==> src/rtl/core/rv32x_pkg.sv <==
// package for the rv32i integer execute unit: payload types, opcodes, sizes
// depends on nothing
package rv32x_pkg;

  localparam int unsigned DataBytes = 4096;
  localparam int unsigned MemAw = $clog2(DataBytes);
  localparam int unsigned WordAw = MemAw - 2;
  localparam int unsigned Words = DataBytes / 4;

  localparam logic [4:0] OP_ADDI  = 5'd0;
  localparam logic [4:0] OP_SLTI  = 5'd1;
  localparam logic [4:0] OP_SLTIU = 5'd2;
  localparam logic [4:0] OP_ANDI  = 5'd3;
  localparam logic [4:0] OP_ORI   = 5'd4;
  localparam logic [4:0] OP_XORI  = 5'd5;
  localparam logic [4:0] OP_SLLI  = 5'd6;
  localparam logic [4:0] OP_SRLI  = 5'd7;
  localparam logic [4:0] OP_SRAI  = 5'd8;
  localparam logic [4:0] OP_ADD   = 5'd9;
  localparam logic [4:0] OP_SUB   = 5'd10;
  localparam logic [4:0] OP_SLT   = 5'd11;
  localparam logic [4:0] OP_SLTU  = 5'd12;
  localparam logic [4:0] OP_AND   = 5'd13;
  localparam logic [4:0] OP_OR    = 5'd14;
  localparam logic [4:0] OP_XOR   = 5'd15;
  localparam logic [4:0] OP_SLL   = 5'd16;
  localparam logic [4:0] OP_SRL   = 5'd17;
  localparam logic [4:0] OP_SRA   = 5'd18;
  localparam logic [4:0] OP_LB    = 5'd19;
  localparam logic [4:0] OP_LBU   = 5'd20;
  localparam logic [4:0] OP_LH    = 5'd21;
  localparam logic [4:0] OP_LHU   = 5'd22;
  localparam logic [4:0] OP_LW    = 5'd23;
  localparam logic [4:0] OP_SB    = 5'd24;
  localparam logic [4:0] OP_SH    = 5'd25;
  localparam logic [4:0] OP_SW    = 5'd26;
  localparam logic [4:0] OP_LUI   = 5'd27;
  localparam logic [4:0] OP_AUIPC = 5'd28;

  typedef struct packed {
    logic [4:0]  action;
    logic [4:0]  src_one;
    logic [4:0]  src_two;
    logic [4:0]  dest;
    logic signed [31:0] immediate;
    logic [31:0] pc_value;
  } in_item_t;

  typedef struct packed {
    logic        wrote_reg;
    logic [4:0]  dest_reg;
    logic [31:0] write_value;
    logic [31:0] mem_address;
    logic        is_store;
    logic        addr_out_of_range;
  } out_item_t;

  // controller to datapath
  typedef struct packed {
    logic load_item;  // capture input, read register file
    logic exec;       // compute, read or write memory word
    logic finish;     // write back, build result
    logic clr;        // memory clear pass step
  } cmd_t;

  // datapath to controller
  typedef struct packed {
    logic clr_done;
    logic two_words;  // access spans two memory words
  } sts_t;

endpackage

==> src/rtl/core/rv32x_ctrl.sv <==
// controller: clear pass after reset, item sequencing, output handshake
// depends on rv32x_pkg
module rv32x_ctrl (
  input  logic            clk_i,
  input  logic            rst_ni,
  input  logic            in_valid_i,
  output logic            in_ready_o,
  output logic            out_valid_o,
  input  logic            out_ready_i,
  input  rv32x_pkg::sts_t sts_i,
  output rv32x_pkg::cmd_t cmd_o,
  output logic            second_o
);
  import rv32x_pkg::*;

  typedef enum logic [2:0] {
    S_CLEAR, S_IDLE, S_ADDR, S_RD0, S_RD1, S_WAIT, S_FIN
  } state_e;

  state_e state_q;
  logic   out_valid_q;
  logic   accept;

  // accept a new item in idle only once the previous result is gone or taken in this cycle
  assign in_ready_o = (state_q == S_IDLE) && (!out_valid_q || out_ready_i);
  assign accept = in_valid_i && in_ready_o;
  assign out_valid_o = out_valid_q;

  always_comb begin
    cmd_o = '0;
    second_o = 1'b0;
    cmd_o.clr = (state_q == S_CLEAR);
    cmd_o.load_item = accept;
    case (state_q)
      S_RD0:   cmd_o.exec = 1'b1;
      S_RD1:   begin cmd_o.exec = 1'b1; second_o = 1'b1; end
      S_WAIT:  second_o = sts_i.two_words;
      S_FIN:   begin cmd_o.finish = 1'b1; second_o = sts_i.two_words; end
      default: ;
    endcase
  end

  // state and output valid
  always_ff @(posedge clk_i or negedge rst_ni) begin
    if (!rst_ni) begin
      state_q <= S_CLEAR;
      out_valid_q <= 1'b0;
    end else begin
      if (state_q == S_FIN) out_valid_q <= 1'b1;
      else if (out_ready_i) out_valid_q <= 1'b0;
      case (state_q)
        S_CLEAR: if (sts_i.clr_done) state_q <= S_IDLE;
        S_IDLE:  if (accept) state_q <= S_ADDR;
        S_ADDR:  state_q <= S_RD0;
        S_RD0:   state_q <= sts_i.two_words ? S_RD1 : S_WAIT;
        S_RD1:   state_q <= S_WAIT;
        S_WAIT:  state_q <= S_FIN;
        S_FIN:   state_q <= S_IDLE;
        default: state_q <= S_IDLE;
      endcase
    end
  end

`ifndef ASSERT_OFF
  a_no_accept_clear: assert property (@(posedge clk_i) disable iff (!rst_ni)
    (state_q == S_CLEAR) |-> !in_ready_o) else $error("ready during clear");
  a_fin_valid: assert property (@(posedge clk_i) disable iff (!rst_ni)
    (state_q == S_FIN) |=> out_valid_q) else $error("result not raised");
  a_one_cmd: assert property (@(posedge clk_i) disable iff (!rst_ni)
    $onehot0({cmd_o.load_item, cmd_o.exec, cmd_o.finish, cmd_o.clr}))
    else $error("overlapping commands");
`endif

endmodule

==> config.mk <==
export PLATFORM = sky130hd
export DESIGN_NAME = rv32x_ctrl
export DESIGN_NICKNAME = d
export VERILOG_FILES = /design/src/rtl/core/rv32x_pkg.sv /design/src/rtl/core/rv32x_ctrl.sv
export SDC_FILE = /design/constraint.sdc
export NUM_CORES = 1
export LEC_CHECK = 0
export BUFFER_PORTS_ARGS = -buffer_cell sky130_fd_sc_hd__buf_2
export CORE_AREA = 2 2 39 41
export DETAILED_ROUTE_END_ITERATION = 12
export DIE_AREA = 0 0 41 43
export SLEW_MARGIN = 0
export SYNTH_ARGS = -nofsm -noshare
export SYNTH_HDL_FRONTEND = slang
export SYNTH_SLANG_ARGS = --single-unit
==> constraint.sdc <==
create_clock -name clk_i -period 1.7 [get_ports clk_i]
set_input_delay 0.085 -clock clk_i [delete_from_list [all_inputs] [get_ports clk_i]]
set_output_delay 0.085 -clock clk_i [all_outputs]
set_load 0.05 [all_outputs]
==> qor.csv, run 1 <==
metric,value,unit
status,"finished, final reports clean",
r2r_start,state_q[1],
synth_fa_ha_area_share,7.20,%
path_clk_slew,0.03,ns
cp.required,1.62,ns
ys_ff_latch,4,
area_delta_synth_final,42.0,%
initial_core_util,22.6,%
dp_hpwl,557,um
avgRoutedWirePerCell,9.94,um
clock-sinks,4,
worst_ir_drop_vdd,467,uV
fmax,609,MHz
grt_pass1_vias,277,
die_w,41,um
hp-class,in2reg,
layout_common_cells,"buf_2, nand2_1, nor2_1, clkbuf_4, dfrtp_1",
num_antenna_cells,0,
vias,329,
hold_viol_final,0,
drc,0,
cts.htree.levels,1,
synth_top_family_by_area,compound AO/OA/AOI/OAI gates,
critPathLaunchType,flop,
maxCapViolCount,0,
synthDistinctLibCells,24,
grt_remaining_overflow,0,
yosys.area_share.simple,27.2,%
crit_arrival,1.56,ns
grt_usage,9.67,%
worst_pin_slew,0.258,ns
avgSynthCellArea,8.45,um^2
tritoncts,done,
io_pins,13,
r2r_setup_slack,0.17,ns
skew,0.00792,ns
crit_type,reg2out,
synth_xor_area_share,0,%
placed_cell_area,403,um^2
synth_mux_area_share,0,%
cts_setup_buffers,0,
min_to,state_q[1],
slew_viol_final,0,
clock_latency,0.24,ns
routed_wl,696,um
rows,14,
cts_root_buffer,clkbuf_4,
r2r_end,state_q[0],
leakage,0.223,nW
grt_pass1_wl,1.13,mm
synth_compound_gate_area_share,27.2,%
antenna_found_initial,0,
rsz0062_at_grt,no,
finalNetCount,63,
drt_iter0_markers,4,
syn_inst,37,
drive_gt1_share,38.9,%
holdPathStages,3,
core-area,1380,um^2
slew_headroom,82.5,%
synth_area,313,um^2
yosysWarnings,0,
routabilityCongestion,0.621,
cts_buffers,3,
ant_nets,0,
via_per_inst,4.70,
hold_start,in_valid_i,
synth.net_count,44,
first_pass_iters,4,
min_period,1.64,ns
cp_max_fo,7,
dieArea,1760,um^2
grt_max_degree,12,
holdWs,0.149,ns
clockBufferDepth,2,
end_kind,output port,
finish.instance_area,444,um^2
synth_seq_area_share,32.0,%
power_density,2240,nW/um^2
rr_worst_depth,5,
final_common_cell,buf_2,
final_util,32.1,%
die_y,43,um
final.setup.tns,0,ns
io_buffers,12,
setup_viol,0,
finalCritPeriodShare,96.6,%
==> sequential cells by signal, summed over array words and instances, names as in the netlist <==
register     flops
out_valid_o      1
state_q          3
==> cell families (layout without fill, tap and decap cells) <==
| family | count (synthesis) | after routing |
|---|---|---|
| compound gates | 11 | 11 |
| fa+ha+maj | 2 | 2 |
| buf+inv | 4 | 21 |
| flops | 4 | 4 |
| simple gates | 16 | 16 |
==> worst max-delay path, cell delays in order, from the launching register on <==
cell and delay, ns:
dfrtp_1 0.38, buf_4 0.16, or3b_4 0.42, and2b_1 0.22, buf_6 0.15
==> timing repair <==
action,4_1_cts,5_1_grt
setup endpoints to repair,1,2
hold buffers,1,0
gates resized for setup,1,2
cloned,0,0
hold endpoints to repair,4,0
==> area by class of cell <==
cell class | instances | area [um^2]
multi-input cells | 29 | 193
well taps | 16 | 20.0
flip-flops and latches | 4 | 100
inverters | 2 | 7.51
clock buffers | 3 | 22.5
fillers | 158 | 940
repair buffers | 16 | 101
==> cells in the mapped netlist <==
cell / n / share of area, %
ha_1: 1 / 4.0
buf_4: 1 / 2.4
inv_2: 1 / 1.2
a31oi_1: 1 / 2.0
nor2_1: 4 / 4.8
maj3_1: 1 / 3.2
a211o_1: 1 / 2.8
and2b_1: 1 / 2.4
dfrtp_1: 4 / 32
o31ai_1: 1 / 2.4
a22o_1: 1 / 2.8
a21oi_4: 1 / 5.2
and2_1: 1 / 2.0
o21bai_1: 2 / 4.8
nor2b_1: 1 / 2.0
or3b_4: 1 / 3.6
inv_1: 1 / 1.2
nor3_1: 1 / 1.6
a211oi_1: 1 / 2.4
o21ai_0: 3 / 4.8
nor4b_1: 1 / 2.8
buf_2: 1 / 1.6
nand2_1: 5 / 6.0
nand2b_1: 1 / 2.0
==> power by group <==
group / leakage [nW] / switching [mW] / internal (mW)
sequential: 0.0509 / 0.0366 / 0.132
combinational: 0.158 / 0.440 / 0.266
clock: 0.0138 / 0.0398 / 0.0790
==> per-stage QoR <==
step / total power, mW / std cells / setup WS [ns]
after detailed placement: 0.850 / 66 / 0.173
after global routing: 1.08 / 70 / 0.000492
after floorplan: 0.701 / 37 / 0.0307
final: 0.994 / 70 / 0.0582
after CTS: 0.989 / 70 / 0.0255
after global placement: 0.846 / 66 / 0.202
==> routing by layer <==
| layer | vias to the layer above | wire length, um | track usage [%] |
|---|---|---|---|
| met3 | 0 | 45 | 4.71 |
| met5 | - | 0 | 0 |
| met1 | 154 | 293 | 10.4 |
| li1 | 165 | - | - |
| met2 | 10 | 358 | 15.3 |
| met4 | 0 | 0 | 4.00 |
==> how the worst max path moves through the flow <==
stage               startpoint    endpoint  cells after the start
detailed placement  state_q[1]  state_q[0]                      5
floorplan           state_q[2]    cmd_o[0]                      2
CTS                 state_q[1]  in_ready_o                      4
global route        state_q[2]    cmd_o[3]                      4
global placement    state_q[1]  state_q[0]                      5
finish              state_q[1]  in_ready_o                      4
No activity file was read; power rests on OpenSTA's default activity.
==> run 2, diff against run 1 <==
--- a/config.mk
+++ b/config.mk
@@ -9,6 +9,7 @@
 export CORE_AREA = 2 2 39 41
 export DETAILED_ROUTE_END_ITERATION = 12
 export DIE_AREA = 0 0 41 43
+export GPL_TIMING_DRIVEN = 0
 export SLEW_MARGIN = 0
 export SYNTH_ARGS = -nofsm -noshare
 export SYNTH_HDL_FRONTEND = slang
==> run 2 against run 1 <==
- power is 1.1% higher
- wire length is 1.7% higher
- critical endpoint unchanged
- cell count stayed put
- worst hold slack better by 0.014 ns
- combinational power is 2% lower
- cell area is 2.0% higher
- largest power group unchanged
- clock skew is 0.0020 ns higher
- critical path type unchanged
- die area stayed put
- global-route usage is 1.0 points lower
- critical path depth is 1 lower
==> qor.csv, run 2 (same netlist as run 1, synthesis figures left out) <==
metric,value,unit,change
die_y,43,um,unchanged
cts.htree.levels,1,,unchanged
io_buffers,12,,unchanged
slew_viol_final,0,,unchanged
maxCapViolCount,0,,unchanged
rr_worst_depth,5,,unchanged
io_pins,13,,unchanged
startpoint,state_q[1],,unchanged
largest_register_ffs,3,,unchanged
avgRoutedWirePerCell,10.1,um,was 9.94 um
hold_start,in_valid_i,,unchanged
hold_viol_final,0,,unchanged
grt_pass1_wl,1.01,mm,was 1.13 mm
crit_type,reg2out,,unchanged
rsz0062_at_grt,no,,unchanged
via_per_inst,4.57,,was 4.70
clock_latency,0.24,ns,about the same
finalCritPeriodShare,94.5,%,was 96.6%
final.setup.tns,0,ns,unchanged
top_register,state_q,,unchanged
fmax,622,MHz,was 609 MHz
vias,320,,was 329
area_delta_synth_final,44.8,%,was 42.0%
worst_pin_slew,0.246,ns,was 0.258 ns
grt_pass1_vias,261,,was 277
final_util,32.7,%,was 32.1%
holdPathStages,3,,unchanged
routabilityCongestion,0.681,,was 0.621
dp_hpwl,516,um,was 557 um
worst_ir_drop_vdd,474,uV,was 467 uV
power_density,2220,nW/um^2,was 2240 nW/um^2
grt_remaining_overflow,0,,unchanged
crit_family,simple AND/OR/NAND/NOR gates,,unchanged
finalNetCount,63,,unchanged
placed_cell_area,393,um^2,was 403 um^2
grt_usage,8.65,%,was 9.67%
slew_headroom,83.4,%,was 82.5%
cp.required,1.62,ns,about the same
clock-sinks,4,,unchanged
initial_core_util,22.6,%,unchanged
layout_setup_ws,0.0931,ns,was 0.0582 ns
num_antenna_cells,0,,unchanged
finish.instance_area,453,um^2,was 444 um^2
crit_buf_inv,1,,was 2
first_pass_iters,3,,was 4
dp_slack,-0.0500,ns,was 0.173 ns
ant_nets,0,,unchanged
clockBufferDepth,2,,unchanged
crit_arrival,1.52,ns,was 1.56 ns
leakage,0.220,nW,was 0.223 nW
setup_viol,0,,unchanged
r2r_start,state_q[1],,unchanged
critPathLaunchType,flop,,unchanged
skew,0.00991,ns,was 0.00792 ns
slowest_stage,dfrtp_2,,was or3b_4
layout_common_cells,"buf_2, nand2_1, nor2_1, clkbuf_4, buf_4",,"was buf_2, nand2_1, nor2_1, clkbuf_4, dfrtp_1"
cp.depth,3,,was 4
min_period,1.61,ns,was 1.64 ns
drive_gt1_share,44.4,%,was 38.9%
crit_chain,or3b_4 -> and2b_1 -> clkbuf_4,,was buf_4 -> or3b_4 -> and2b_1 -> buf_6
cp_max_fo,7,,unchanged
nFillCells,147,,was 158
routed_wl,708,um,was 696 um
drc,0,,unchanged
dieArea,1760,um^2,unchanged
grt_max_degree,11,,was 12
tritoncts,done,,unchanged
cpPeakStageDelay,0.44,ns,was 0.42 ns
final_common_cell,buf_2,,unchanged
path_clk_slew,0.03,ns,about the same
core-area,1380,um^2,unchanged
holdWs,0.164,ns,was 0.149 ns
cts_buffers,3,,unchanged
antenna_found_initial,0,,unchanged
rows,14,,unchanged
hp-class,in2reg,,unchanged
status,"finished, final reports clean",,unchanged
drt_iter0_markers,1,,was 4
cts_root_buffer,clkbuf_4,,unchanged
end_kind,output port,,unchanged
die_w,41,um,unchanged
-- run 2: cell counts in the layout (fill, tap and decap cells not counted) --
No cell type changed its count.
-- run 2: cell type report --
| cell class | count | area, um^2 | area share, % |
|---|---|---|---|
| multi-input combinational | 29 | 205 | 45.3 |
| sequential | 4 | 103 | 22.7 |
| timing repair buffer | 14 | 82.6 | 18.2 |
| clock buffer | 3 | 22.5 | 4.97 |
| tap | 16 | 20.0 | 4.42 |
| buffer | 2 | 12.5 | 2.76 |
| inverter | 2 | 7.51 | 1.66 |
-- run 2: layer usage --
metal  up-vias  share of wire [%]  global-route usage, %
met2         8                 47                   12.2
li1        167                  -                      -
met4         0                  0                   4.00
met1       145                 47                   10.4
met3         0                6.2                   4.71
met5         -                  0                      0
-- run 2: repair_timing --
action | in CTS | in global routing
hold buffers | 1 | 0
cloned | 0 | 0
gates resized for setup | 1 | 5
setup buffers | 0 | 1
hold endpoints to repair | 4 | 0
pin swaps | 0 | 0
setup endpoints to repair | 2 | 3
-- run 2: worst paths after layout --
path                                     to  slack [ns]
worst max-delay path             in_ready_o        0.09
worst min-delay path             state_q[1]        0.16
worst max register to register   state_q[0]        0.10
worst min register to register  out_valid_o        0.62
max in group asynchronous        state_q[0]        1.39
min in group asynchronous       out_valid_o        0.17
-- run 2: power by group --
group | leakage (nW) | internal (mW) | total (mW) | switching, mW
Combinational | 0.158 | 0.266 | 0.690 | 0.424
Sequential | 0.0488 | 0.137 | 0.193 | 0.0561
Clock | 0.0138 | 0.0792 | 0.122 | 0.0426
-- run 2: per-stage QoR --
step                      cells  total power, mW
after detailed placement     65            0.821
final                        70             1.00
after global placement       65            0.819
after global routing         70             1.08
after floorplan              37            0.701
after CTS                    69            0.951
-- run 2: worst reg2reg max path, cell delays in order, from the launching register on --
cell and delay (ns):
dfrtp_2 0.44, inv_2 0.16, ha_4 0.24, o21bai_1 0.15, a22o_1 0.22, a211o_1 0.27
